[config.mk]
export PLATFORM = sky130hd
export DESIGN_NAME = uart_line_assembler
export DESIGN_NICKNAME = d
export VERILOG_FILES = /design/src/rtl/ula_pkg.sv /design/src/rtl/ula_ram.sv /design/src/rtl/ula_cmd_fifo.sv /design/src/rtl/ula_front.sv /design/src/rtl/ula_back.sv /design/src/rtl/uart_line_assembler.sv
export SDC_FILE = /design/constraint.sdc
export NUM_CORES = 1
export LEC_CHECK = 0
export CAP_MARGIN = 20
export CORE_ASPECT_RATIO = 1.5
export CORE_MARGIN = 1.5
export CORE_UTILIZATION = 60
export CTS_BUF_LIST = sky130_fd_sc_hd__clkbuf_4 sky130_fd_sc_hd__clkbuf_8 sky130_fd_sc_hd__clkbuf_16
export DETAILED_ROUTE_END_ITERATION = 7
export DONT_BUFFER_PORTS = 1
export PLACE_DENSITY = 0.75
export RECOVER_POWER = 25
export SYNTH_ARGS = -nofsm -noshare
export SYNTH_HDL_FRONTEND = slang
export SYNTH_SLANG_ARGS = --single-unit
export TNS_END_PERCENT = 1
[constraint.sdc]
create_clock -name clk -period 5.8 [get_ports clk]
set_input_delay 1.16 -clock clk [delete_from_list [all_inputs] [get_ports clk]]
set_output_delay 1.16 -clock clk [all_outputs]
set_load 0.05 [all_outputs]
[src/rtl/ula_pkg.sv]
// ----------------------------------------------------------------------------
// ula_pkg
// Shared types and constants for the UART line assembler.
// ----------------------------------------------------------------------------
package ula_pkg;

  localparam int LINE_DEPTH_DEF = 64;
  localparam int CHAR_W         = 8;
  localparam int LEN_W          = 7;   // msg_length / fill count / max_length width
  localparam int CMD_DEPTH      = 2;   // one line per store bank

  localparam logic [CHAR_W-1:0] CODE_CR   = 8'h0D;
  localparam logic [CHAR_W-1:0] CODE_BS   = 8'h08;
  localparam logic [CHAR_W-1:0] CODE_BANG = 8'h21;

  localparam logic [LEN_W-1:0] MAX_LENGTH_RST = 7'd64;

  localparam int            PADDR_W       = 3;
  localparam logic          REG_BREAKOUT  = 1'b0;   // paddr[2] selects the register
  localparam logic          REG_MAXLEN    = 1'b1;

  // finished line handed from the front to the back
  typedef struct packed {
    logic             bank;
    logic [LEN_W-1:0] len;
  } emit_cmd_t;

  // back tells the front that a bank has been fully read out
  typedef struct packed {
    logic valid;
    logic bank;
  } bank_done_t;

  typedef enum logic [1:0] {
    BK_IDLE,
    BK_READ,
    BK_LOAD
  } back_state_t;

endpackage

[src/rtl/ula_ram.sv]
// ----------------------------------------------------------------------------
// ula_ram
// Simple dual-port RAM, one write port, one registered read port.
// ----------------------------------------------------------------------------
module ula_ram #(
  parameter int WIDTH = 8,
  parameter int DEPTH = 128,
  localparam int AW   = (DEPTH > 1) ? $clog2(DEPTH) : 1
) (
  input  logic             clk,
  input  logic             we,
  input  logic [AW-1:0]    waddr,
  input  logic [WIDTH-1:0] wdata,
  input  logic             re,
  input  logic [AW-1:0]    raddr,
  output logic [WIDTH-1:0] rdata
);

  logic [WIDTH-1:0] mem [DEPTH];

  always_ff @(posedge clk) begin
    if (we) begin
      mem[waddr] <= wdata;
    end
    if (re) begin
      rdata <= mem[raddr];
    end
  end

endmodule

[src/rtl/ula_cmd_fifo.sv]
// ----------------------------------------------------------------------------
// ula_cmd_fifo
// Short queue of finished lines between the front and the back.
// ----------------------------------------------------------------------------
module ula_cmd_fifo
  import ula_pkg::*;
(
  input  logic      clk,
  input  logic      rst,
  input  logic      push,
  input  emit_cmd_t push_cmd,
  input  logic      pop,
  output logic      not_empty,
  output emit_cmd_t head
);

  emit_cmd_t  slots [CMD_DEPTH];
  logic       wr_ptr;
  logic       rd_ptr;
  logic [1:0] count;

  assign not_empty = (count != 2'd0);
  assign head      = slots[rd_ptr];

  always_ff @(posedge clk) begin
    if (push) begin
      slots[wr_ptr] <= push_cmd;
    end
    if (rst) begin
      wr_ptr <= 1'b0;
      rd_ptr <= 1'b0;
      count  <= 2'd0;
    end else begin
      if (push) begin
        wr_ptr <= ~wr_ptr;
      end
      if (pop) begin
        rd_ptr <= ~rd_ptr;
      end
      // depth never exceeds the bank count: front only pushes a free bank
      unique case ({push, pop})
        2'b10:   count <= count + 2'd1;
        2'b01:   count <= count - 2'd1;
        default: count <= count;
      endcase
    end
  end

endmodule

[src/rtl/ula_front.sv]
// ----------------------------------------------------------------------------
// ula_front
// Takes received characters, edits the current line and hands finished
// lines to the back. Two store banks: one is filled while the other drains.
// ----------------------------------------------------------------------------
module ula_front
  import ula_pkg::*;
#(
  parameter int LINE_DEPTH = LINE_DEPTH_DEF,
  localparam int AW = $clog2(2 * LINE_DEPTH)
) (
  input  logic              clk,
  input  logic              rst,
  input  logic              s_tvalid,
  output logic              s_tready,
  input  logic [CHAR_W-1:0] rx_char,
  input  logic [CHAR_W-1:0] breakout_code,
  input  logic [LEN_W-1:0]  max_length,
  input  bank_done_t        done,
  output logic              ram_we,
  output logic [AW-1:0]     ram_waddr,
  output logic [CHAR_W-1:0] ram_wdata,
  output logic              cmd_push,
  output emit_cmd_t         cmd
);

  localparam logic [LEN_W-1:0] DEPTH_L = LEN_W'(LINE_DEPTH);

  logic [LEN_W-1:0] fill;
  logic [LEN_W-1:0] fill_next;
  logic             bank;
  logic             bank_next;
  logic [1:0]       bank_busy;
  logic [LEN_W-1:0] lim;
  logic             accept;
  logic             term;
  logic             bksp;

  assign lim      = (max_length > DEPTH_L) ? DEPTH_L : max_length;
  assign s_tready = ~bank_busy[bank];
  assign accept   = s_tvalid & s_tready;
  assign term     = (rx_char == CODE_CR) || (rx_char == breakout_code) || (fill >= lim);
  assign bksp     = (rx_char == CODE_BS);

  assign cmd.bank  = bank;
  assign cmd.len   = fill;
  assign ram_wdata = rx_char;
  assign ram_waddr = bank ? (AW'(LINE_DEPTH) + AW'(fill)) : AW'(fill);

  always_comb begin
    fill_next = fill;
    bank_next = bank;
    ram_we    = 1'b0;
    cmd_push  = 1'b0;
    if (accept) begin
      priority if (term) begin
        fill_next = '0;
        if (fill != '0) begin
          cmd_push  = 1'b1;
          bank_next = ~bank;
        end
      end else if (bksp) begin
        if (fill != '0) begin
          fill_next = fill - LEN_W'(1);
        end
      end else begin
        // not terminating means fill < lim <= LINE_DEPTH, so there is room
        ram_we    = 1'b1;
        fill_next = fill + LEN_W'(1);
      end
    end
  end

  always_ff @(posedge clk) begin
    if (rst) begin
      fill      <= '0;
      bank      <= 1'b0;
      bank_busy <= 2'b00;
    end else begin
      fill <= fill_next;
      bank <= bank_next;
      if (cmd_push) begin
        bank_busy[bank] <= 1'b1;
      end
      if (done.valid) begin
        bank_busy[done.bank] <= 1'b0;
      end
    end
  end

endmodule

[src/rtl/ula_back.sv]
// ----------------------------------------------------------------------------
// ula_back
// Reads a finished line out of the store and sends it word by word
// through an output register.
// ----------------------------------------------------------------------------
module ula_back
  import ula_pkg::*;
#(
  parameter int LINE_DEPTH = LINE_DEPTH_DEF,
  localparam int AW = $clog2(2 * LINE_DEPTH)
) (
  input  logic              clk,
  input  logic              rst,
  input  logic              cmd_avail,
  input  emit_cmd_t         cmd_head,
  output logic              cmd_pop,
  output logic              ram_re,
  output logic [AW-1:0]     ram_raddr,
  input  logic [CHAR_W-1:0] ram_rdata,
  output bank_done_t        done,
  output logic              m_tvalid,
  input  logic              m_tready,
  output logic [CHAR_W-1:0] msg_char,
  output logic              msg_last,
  output logic [LEN_W-1:0]  msg_length
);

  back_state_t      state;
  back_state_t      state_next;
  emit_cmd_t        cur;
  logic [LEN_W-1:0] k;
  logic             slot_free;
  logic             is_last;
  logic             load;

  assign slot_free = ~m_tvalid | m_tready;
  assign is_last   = ((k + LEN_W'(1)) == cur.len);
  assign ram_raddr = cur.bank ? (AW'(LINE_DEPTH) + AW'(k)) : AW'(k);

  always_comb begin
    state_next = state;
    unique case (state)
      BK_IDLE: if (cmd_avail) state_next = BK_READ;
      BK_READ: state_next = BK_LOAD;
      BK_LOAD: begin
        if (slot_free) begin
          state_next = is_last ? BK_IDLE : BK_READ;
        end
      end
      default: state_next = BK_IDLE;
    endcase
  end

  always_comb begin
    cmd_pop    = 1'b0;
    ram_re     = 1'b0;
    load       = 1'b0;
    done.valid = 1'b0;
    done.bank  = cur.bank;
    unique case (state)
      BK_IDLE: cmd_pop = cmd_avail;
      BK_READ: ram_re  = 1'b1;
      BK_LOAD: begin
        load       = slot_free;
        done.valid = slot_free & is_last;
      end
      default: ;
    endcase
  end

  always_ff @(posedge clk) begin
    if (cmd_pop) begin
      cur <= cmd_head;
    end
    if (load) begin
      msg_char   <= ram_rdata;
      msg_last   <= is_last;
      msg_length <= cur.len;
    end
    if (rst) begin
      state    <= BK_IDLE;
      k        <= '0;
      m_tvalid <= 1'b0;
    end else begin
      state <= state_next;
      if (cmd_pop) begin
        k <= '0;
      end else if (load) begin
        k <= k + LEN_W'(1);
      end
      if (load) begin
        m_tvalid <= 1'b1;
      end else if (m_tready) begin
        m_tvalid <= 1'b0;
      end
    end
  end

endmodule

[src/rtl/uart_line_assembler.sv]
// ----------------------------------------------------------------------------
// uart_line_assembler
// Builds terminal lines from received characters with backspace editing
// and sends each finished line as a framed run of characters.
// ----------------------------------------------------------------------------
//  channel  | dir | handshake            | content
//  s_*      | in  | s_tvalid / s_tready  | tdata[7:0] rx_char
//  m_*      | out | m_tvalid / m_tready  | tdata[7:0] msg_char, [14:8] msg_length;
//           |     |                      | tlast msg_last
//  apb      | in  | psel/penable, pready | 0x0 breakout_code, 0x4 max_length
//
// An input character is taken whenever s_tready is high. A finished line
// is read from the store one character at a time (RAM read, then output
// load) after the line is taken off the queue; the first word becomes valid
// after the line has passed the queue, a RAM read and the output load.
// The store has two banks: the front fills one while the back drains the
// other, so input stalls only when a second line ends before the first has
// drained. Reset is synchronous; no clearing pass, the store is only read
// below the fill count. Output stalls hold the output register.
// ----------------------------------------------------------------------------
module uart_line_assembler
  import ula_pkg::*;
#(
  parameter int LINE_DEPTH = LINE_DEPTH_DEF
) (
  input  logic               clk,
  input  logic               rst,
  input  logic               s_tvalid,
  output logic               s_tready,
  input  logic [7:0]         s_tdata,    // [7:0] rx_char
  output logic               m_tvalid,
  input  logic               m_tready,
  output logic [15:0]        m_tdata,    // [7:0] msg_char, [14:8] msg_length, [15] zero
  output logic               m_tlast,    // msg_last
  input  logic               psel,
  input  logic               penable,
  input  logic               pwrite,
  input  logic [PADDR_W-1:0] paddr,
  input  logic [31:0]        pwdata,
  output logic [31:0]        prdata,
  output logic               pready
);

  localparam int AW = $clog2(2 * LINE_DEPTH);

  logic [CHAR_W-1:0] breakout_code;
  logic [LEN_W-1:0]  max_length;
  logic              cfg_wr;

  logic              ram_we;
  logic [AW-1:0]     ram_waddr;
  logic [CHAR_W-1:0] ram_wdata;
  logic              ram_re;
  logic [AW-1:0]     ram_raddr;
  logic [CHAR_W-1:0] ram_rdata;

  logic              cmd_push;
  emit_cmd_t         cmd;
  logic              cmd_pop;
  logic              cmd_avail;
  emit_cmd_t         cmd_head;
  bank_done_t        done;

  logic [CHAR_W-1:0] msg_char;
  logic [LEN_W-1:0]  msg_length;

  assign pready = 1'b1;
  assign cfg_wr = psel & penable & pwrite;

  always_ff @(posedge clk) begin
    if (rst) begin
      breakout_code <= CODE_BANG;
      max_length    <= MAX_LENGTH_RST;
    end else if (cfg_wr) begin
      unique case (paddr[2])
        REG_BREAKOUT: breakout_code <= pwdata[CHAR_W-1:0];
        REG_MAXLEN:   max_length    <= pwdata[LEN_W-1:0];
        default:      ;
      endcase
    end
  end

  always_comb begin
    unique case (paddr[2])
      REG_BREAKOUT: prdata = {{(32-CHAR_W){1'b0}}, breakout_code};
      REG_MAXLEN:   prdata = {{(32-LEN_W){1'b0}}, max_length};
      default:      prdata = '0;
    endcase
  end

  assign m_tdata = {1'b0, msg_length, msg_char};

  ula_front #(
    .LINE_DEPTH(LINE_DEPTH)
  ) u_front (
    .clk           (clk),
    .rst           (rst),
    .s_tvalid      (s_tvalid),
    .s_tready      (s_tready),
    .rx_char       (s_tdata),
    .breakout_code (breakout_code),
    .max_length    (max_length),
    .done          (done),
    .ram_we        (ram_we),
    .ram_waddr     (ram_waddr),
    .ram_wdata     (ram_wdata),
    .cmd_push      (cmd_push),
    .cmd           (cmd)
  );

  ula_cmd_fifo u_fifo (
    .clk       (clk),
    .rst       (rst),
    .push      (cmd_push),
    .push_cmd  (cmd),
    .pop       (cmd_pop),
    .not_empty (cmd_avail),
    .head      (cmd_head)
  );

  ula_ram #(
    .WIDTH(CHAR_W),
    .DEPTH(2 * LINE_DEPTH)
  ) u_store (
    .clk   (clk),
    .we    (ram_we),
    .waddr (ram_waddr),
    .wdata (ram_wdata),
    .re    (ram_re),
    .raddr (ram_raddr),
    .rdata (ram_rdata)
  );

  ula_back #(
    .LINE_DEPTH(LINE_DEPTH)
  ) u_back (
    .clk        (clk),
    .rst        (rst),
    .cmd_avail  (cmd_avail),
    .cmd_head   (cmd_head),
    .cmd_pop    (cmd_pop),
    .ram_re     (ram_re),
    .ram_raddr  (ram_raddr),
    .ram_rdata  (ram_rdata),
    .done       (done),
    .m_tvalid   (m_tvalid),
    .m_tready   (m_tready),
    .msg_char   (msg_char),
    .msg_last   (m_tlast),
    .msg_length (msg_length)
  );

endmodule
---- Word level (Yosys, flattened, before mapping) ----
Memories as Yosys holds them, arrays and structs flattened. A register that Yosys moved wholly into a read port is not among the register bits.
Index checks and enable logic that the tools add are counted.
word-level totals
  RAM bits ................................ 1040
  memories kept ........................... 2
  register bits ........................... 55
  output and inout port bits .............. 52
memories
  memory        words  width  read ports  clocked after memory_dff  write ports  line                text
  u_store.mem   128    8      1           1                         1            ula_ram.sv:19       logic [WIDTH-1:0] mem [DEPTH];
  u_fifo.slots  2      8      1           1                         1            ula_cmd_fifo.sv:17  emit_cmd_t slots [CMD_DEPTH];
cells by class
  add/subtract/negate cells ............... 7
  bitwise gates (word level) .............. 14
  equality and inequality tests ........... 11
  mux-type cells .......................... 37
  reductions and logical operators ........ 15
  magnitude comparators ................... 6
operators by type and width
  operator             number
  $pmux 32 s2          1
  $mux 7               6
  $mux 1               21
  $eq 8x4->1 const B   2
  $add 7x1->7 const B  2
  $add 7x7->7 const A  2
  $mux 2               5
  $eq 8x8->1           1
  $reduce_and 2->1     4
  $eq 7x7->1           1
  $ge 7x7->1           1
  $gt 7x7->1 const B   1
  $reduce_bool 7->1    1
  $sub 7x1->7 const B  1
  $not 1->1            6
  $pmux 2 s3           1
  $reduce_bool 2->1    3
  $and 1x1->1          4
  $eq 2x1->1 const B   2
  $eq 2x2->1 const B   2
  $lt 1x2->1 const B   2
  $ne 2x1->1 const B   2
  $pmux 2 s2           1
  $ne 3x2->1 const B   1
  13 further kinds     17

---- Longest topological paths before layout ----
  word-level depth ........................ 10
  mapped depth ............................ 11

---- By module ----
From an unflattened synthesis, not the netlist that was laid out.
unflattened totals
  cells, all modules ...................... 2023
  area, all modules ....................... 44036.0 um^2
modules (own cells, without submodules)
  module               area each (um^2)  instances  cells each
  ula_ram              39745.6           1          1635
  ula_back             1396.3            1          104
  ula_front            1152.4            1          138
  uart_line_assembler  967.2             1          100
  ula_cmd_fifo         774.5             1          46

---- Worst setup path after synthesis ----
Ideal clock, no wire load.
  path kind ............................... input port to flip-flop
  from .................................... input s_tdata[5]
  to ...................................... register u_front.fill[6]
  stages on the path ...................... 10
  required time ........................... 5.683 ns
  arrival time ............................ 3.368 ns
  setup slack ............................. 2.315 ns
  path through ............................ nor4_1 > nand3_1 > inv_1 > ha_1 > a211oi_1 > o21bai_1 > a21oi_1 > mux2i_1 > nor3_1 > o2bb2ai_1
between the ends
  longest elaborated chain between the ends .. 5
  elaborated cells on any way between the ends .. 9
RTL lines
  item                                             line                       text
  start: declaration                               uart_line_assembler.sv:30  input logic [7:0] s_tdata,
  $eq 8x4->1 / $eq 8x8->1 (equally long branches)  ula_front.sv:42            assign term = (rx_char == CODE_CR) || (rx_char == breakout_code) || (fill >= lim);
  $logic_or 1x1->1 (2 in a row)                    ula_front.sv:42
  $ne 3x2->1 (no source line)                      --
  $reduce_and 2->1 (no source line)                --
  end signal: assignment                           ula_front.sv:80            fill <= fill_next;
  end: declaration                                 ula_front.sv:29            logic [LEN_W-1:0] fill;
Parallel ways exist; a longest one is shown, timed or not.
A chain may end at the register's enable or synchronous reset.

---- Worst setup path in the final report ----
  from .................................... register u_front.fill[0]
  to ...................................... memory u_store.mem[31][4], enable pin
between the ends
  longest elaborated chain between the ends .. 6
  elaborated cells on any way between the ends .. 8
RTL lines
  item                          line             text
  $ge 7x7->1                    ula_front.sv:42
  $logic_or 1x1->1              ula_front.sv:42
  $mux 1                        ula_front.sv:56  priority if (term) begin
  $mux 1                        ula_front.sv:55  if (accept) begin
  $mux 1                        ula_ram.sv:22    if (we) begin
  $mux 1 (not written as such)  ula_ram.sv:23    mem[waddr] <= wdata;
  end: declaration              ula_ram.sv:19
Parallel ways exist; a longest one is shown, timed or not.

==> flow_metrics.py <==
metrics = {
    "setup_path": {
        "cp_cell_sequence": "clkinv_1 > ha_1 > nand2b_1 > a211oi_2 > o31ai_2 > nor3_4 > or4b_1 > buf_4 > nor2_1",
        "setup.worst_path.class": "reg -> reg",
        "critPathTopFamily": "simple AND/OR/NAND/NOR gates",
        "path_depth": 9,
        "endpoint": "u_store.mem[31][4]$_DFFE_PP_",
        "crit_path_max_incr_delay_ns": 0.70,
        "cp.arrival_ns": 4.34,
        "cp_max_fo": 16,
        "crit_path_start_kind": "flip-flop",
        "rrSetupSlack_ns": 1.74,
        "end_kind": "flip-flop",
        "cp_slowest_cell": "nor2_1",
        "crit_path_start": "u_front.fill[0]$_SDFFE_PP0P_",
        "crit_required_ns": 6.07,
        "r2r_cells": 9,
        "path_buf_inv": 2,
        "worst_r2r_endpoint": "u_store.mem[31][4]$_DFFE_PP_",
        "r2r_start": "u_front.fill[0]$_SDFFE_PP0P_",
    },
    "logic_synthesis": {
        "ys.flop_type": "edfxtp_1",
        "ys_seq_area_share_pct": 75.5,
        "yosys.area_share.adder_pct": 0.447,
        "synth_area_um2": 43700,
        "ys_warn_count": 0,
        "synth_edf_count": 1072,
        "ys_ff_latch": 1111,
        "yosys.area_share.xor_xnor_pct": 0.682,
        "synth_cell_types": 61,
        "synth_area_per_cell_um2": 19.3,
        "synthSimpleGateAreaFrac_pct": 3.87,
        "synthesis.instances": 2265,
        "synth_mux_area_share_pct": 13.6,
        "synth_compound_area_share_pct": 4.04,
        "synth-async-reset-ratio_pct": 0,
        "synth_top_family_by_area": "multiplexers",
    },
    "timing": {
        "hold_violations": 0,
        "fin_crit_ns": 4.06,
        "tightest_slew_ns": 0.999,
        "period_share_pct": 70.0,
        "setup_viol": 0,
        "rsz0062_at_grt": "no",
        "maxSlewHeadroom_pct": 31.7,
        "fmax_mhz": 246,
        "finalSetupTns_ns": 0,
        "final_max_slew_viol_count": 0,
        "hold_slack_ns": 0.416,
        "finalClockSkew_ns": 0.0297,
    },
    "layout": {
        "drive_above_1_share_pct": 18.3,
        "area_delta_synth_final_pct": 9.78,
        "fin_util_pct": 66.3,
        "nNetsFinal": 2342,
        "diodes": 0,
    },
    "global_route": {
        "antenna_found_initial": 1,
        "grt_pass1_vias": 22100,
        "grt_overflow": 0,
        "grt_max_degree": 132,
        "grt_pass1_wl_mm": 141,
        "grt_use_total_pct": 25.8,
    },
    "floorplan": {
        "dieWidth_um": 223,
        "die_y_um": 333,
        "die-area_um2": 74500,
        "core_um2": 72400,
        "start_util_pct": 60.4,
        "ios": 102,
        "fp-row-count": 121,
    },
    "clock_tree": {
        "clk_latency_ns": 0.67,
        "cts-resized-gates": 0,
        "post_cts_buffers": 0,
        "hold_buffers": 0,
        "clk_pin_slew_worst_paths_ns": 0.06,
        "cts_root_buf": "clkbuf_16",
        "clk_path_buf_depth": 3,
        "clkSinkCount": 1111,
        "cts_tree": "built",
        "htree_levels": 3,
        "cts_buffers": 95,
    },
    "detailed_routing": {
        "totalWireLength_mm": 94.5,
        "dr.pass1.iters": 6,
        "drtIter0Drc": 2441,
        "vias_per_cell": 6.62,
        "route.detailed.drc": 0,
        "ant_nets": 0,
        "vias": 21700,
        "wl_per_cell_um": 28.8,
    },
    "placement": {
        "hpwl_mm": 55.4,
        "numPortBuffers": 0,
        "gp_congestion": 0.837,
    },
    "outcome": {
        "status": "finished clean",
    },
    "power_and_ir_drop": {
        "power_density_nw_per_um2": 349,
        "ir_drop_uv": 234,
        "finalPower_mw": 16.7,
        "leakagePower_nw": 14.5,
    },
    "worst_hold_path": {
        "hp-class": "reg -> reg",
    },
    "run": {
        "drv_cap": 0,
    },
}
-- layout by cell type (no fill, tap or decap), types with 10 or more instances in the layout --
cell and count:
a221oi_1 17, a21oi_1 31, dfxtp_1 37, nand3_1 51
nor2_1 170, mux2i_1 130, bufinv_16 21, mux4_2 196
clkbuf_16 100, xnor2_1 23, edfxtp_1 1072, a22oi_1 132
ha_1 14, a22o_1 16, clkbuf_4 12, buf_4 30
xor2_1 11, conb_1 26, o22ai_1 10, clkinv_2 20
mux2_2 17, nor2b_1 10, nor3_1 13, clkinv_1 25
nand2_1 48, nand4_1 33
-- power by group --
part           total, mW  switching, mW  internal (mW)
registers           8.97          0.105           8.86
logic              0.805          0.455          0.351
clock network       6.94           2.81           4.13
total               16.7           3.37           13.3
-- layer usage --
layer / global-route usage [%] / share of wire, %
met5: 0 / 0.015
met4: 11.5 / 4.5
met3: 3.95 / 6.5
met2: 45.7 / 54
met1: 31.4 / 35
-- final cells by class --
cell class | instances | area (µm²)
flip-flops and latches | 1111 | 33000
clock buffers | 112 | 2590
repair buffers | 36 | 345
clock inverters | 68 | 852
multi-input cells | 1022 | 9980
well taps | 922 | 1150
fillers | 4567 | 24400
inverters | 11 | 41.3
-- Yosys cell counts, types with 3 or more instances --
library cell | number | area [µm²]
a21boi_0 | 3 | 22.5
a21oi_1 | 31 | 155
a221oi_1 | 17 | 149
a22o_1 | 16 | 140
a22oi_1 | 132 | 991
a31oi_1 | 3 | 18.8
a32oi_1 | 3 | 26.3
and2_1 | 3 | 18.8
buf_1 | 6 | 22.5
buf_2 | 47 | 235
buf_4 | 27 | 203
buf_6 | 11 | 124
clkbuf_1 | 54 | 203
dfxtp_1 | 39 | 781
edfxtp_1 | 1072 | 32200
ha_1 | 14 | 175
inv_1 | 9 | 33.8
mux2_2 | 17 | 191
mux2i_1 | 130 | 1300
mux4_2 | 196 | 4410
nand2_1 | 48 | 180
nand2b_1 | 4 | 25.0
nand3_1 | 51 | 255
nand4_1 | 33 | 206
nor2_1 | 172 | 646
nor2_2 | 4 | 25.0
nor2_4 | 6 | 67.6
nor2b_1 | 15 | 93.8
nor3_1 | 13 | 65.1
o21ai_0 | 8 | 40.0
o22ai_1 | 10 | 62.6
xnor2_1 | 23 | 201
xor2_1 | 11 | 96.3
-- sequential cells by signal, indices dropped and copies added, names as in the netlist --
register,cells
u_fifo.wr_ptr,1
u_store.rdata,8
u_fifo.rd_ptr,1
u_back.k,7
u_back.msg_last,1
max_length,7
u_back.m_tvalid,1
u_front.bank_busy,2
u_back.cur,7
u_front.bank,1
u_back.state,2
breakout_code,8
u_fifo.slots,16
u_back.msg_length,7
u_back.done,1
u_fifo.count,2
u_front.fill,7
u_store.mem,1024
u_back.msg_char,8
-- worst min-delay path by stage --
stage,slack [ns],end,depth (start not counted),start
3_5_place_dp,0.40,u_back.msg_char[3]$_DFFE_PP_,0,u_store.rdata[3]$_DFFE_PN_
4_1_cts,0.41,u_back.msg_char[3]$_DFFE_PP_,0,u_store.rdata[3]$_DFFE_PN_
6_report,0.42,u_back.msg_char[3]$_DFFE_PP_,0,u_store.rdata[3]$_DFFE_PN_
3_3_place_gp,0.41,u_back.msg_char[5]$_DFFE_PP_,0,u_store.rdata[5]$_DFFE_PN_
5_1_grt,0.43,u_back.msg_char[3]$_DFFE_PP_,0,u_store.rdata[3]$_DFFE_PN_
2_1_floorplan,0.40,u_back.msg_char[0]$_DFFE_PP_,0,u_store.rdata[0]$_DFFE_PN_
-- stage by stage --
step / area (µm²) / setup WS, ns / cells
after floorplan: 43800 / 2.31 / 2289
after global placement: 44500 / 1.83 / 3100
after detailed placement: 44500 / 1.74 / 3100
after CTS: 47900 / 1.76 / 3280
after global routing: 47900 / 1.48 / 3282
final: 47900 / 1.74 / 3282
-- cells by family (layout without fill, tap and decap cells) --
group,Yosys count,count (layout)
DFF,1111,1111
and+or+nand+nor,362,362
muxes,344,344
AOI/OAI and AO/OA,241,241
buffers and inverters,156,227
xor gates and xnor gates,34,34
adders and majority gates,15,15
other,2,26
-- worst reg2reg max path: cells and delay by family, from the launching register on --
kind / cells / cell delay [ns]
AO/OA/AOI/OAI: 2 / 0.36
AND/OR/NAND/NOR: 4 / 1.84
buffers and inverters: 2 / 0.62
flip-flops: 1 / 0.52
adder cells (fa/ha/maj): 1 / 0.35
(Power assumes the default switching activity.)
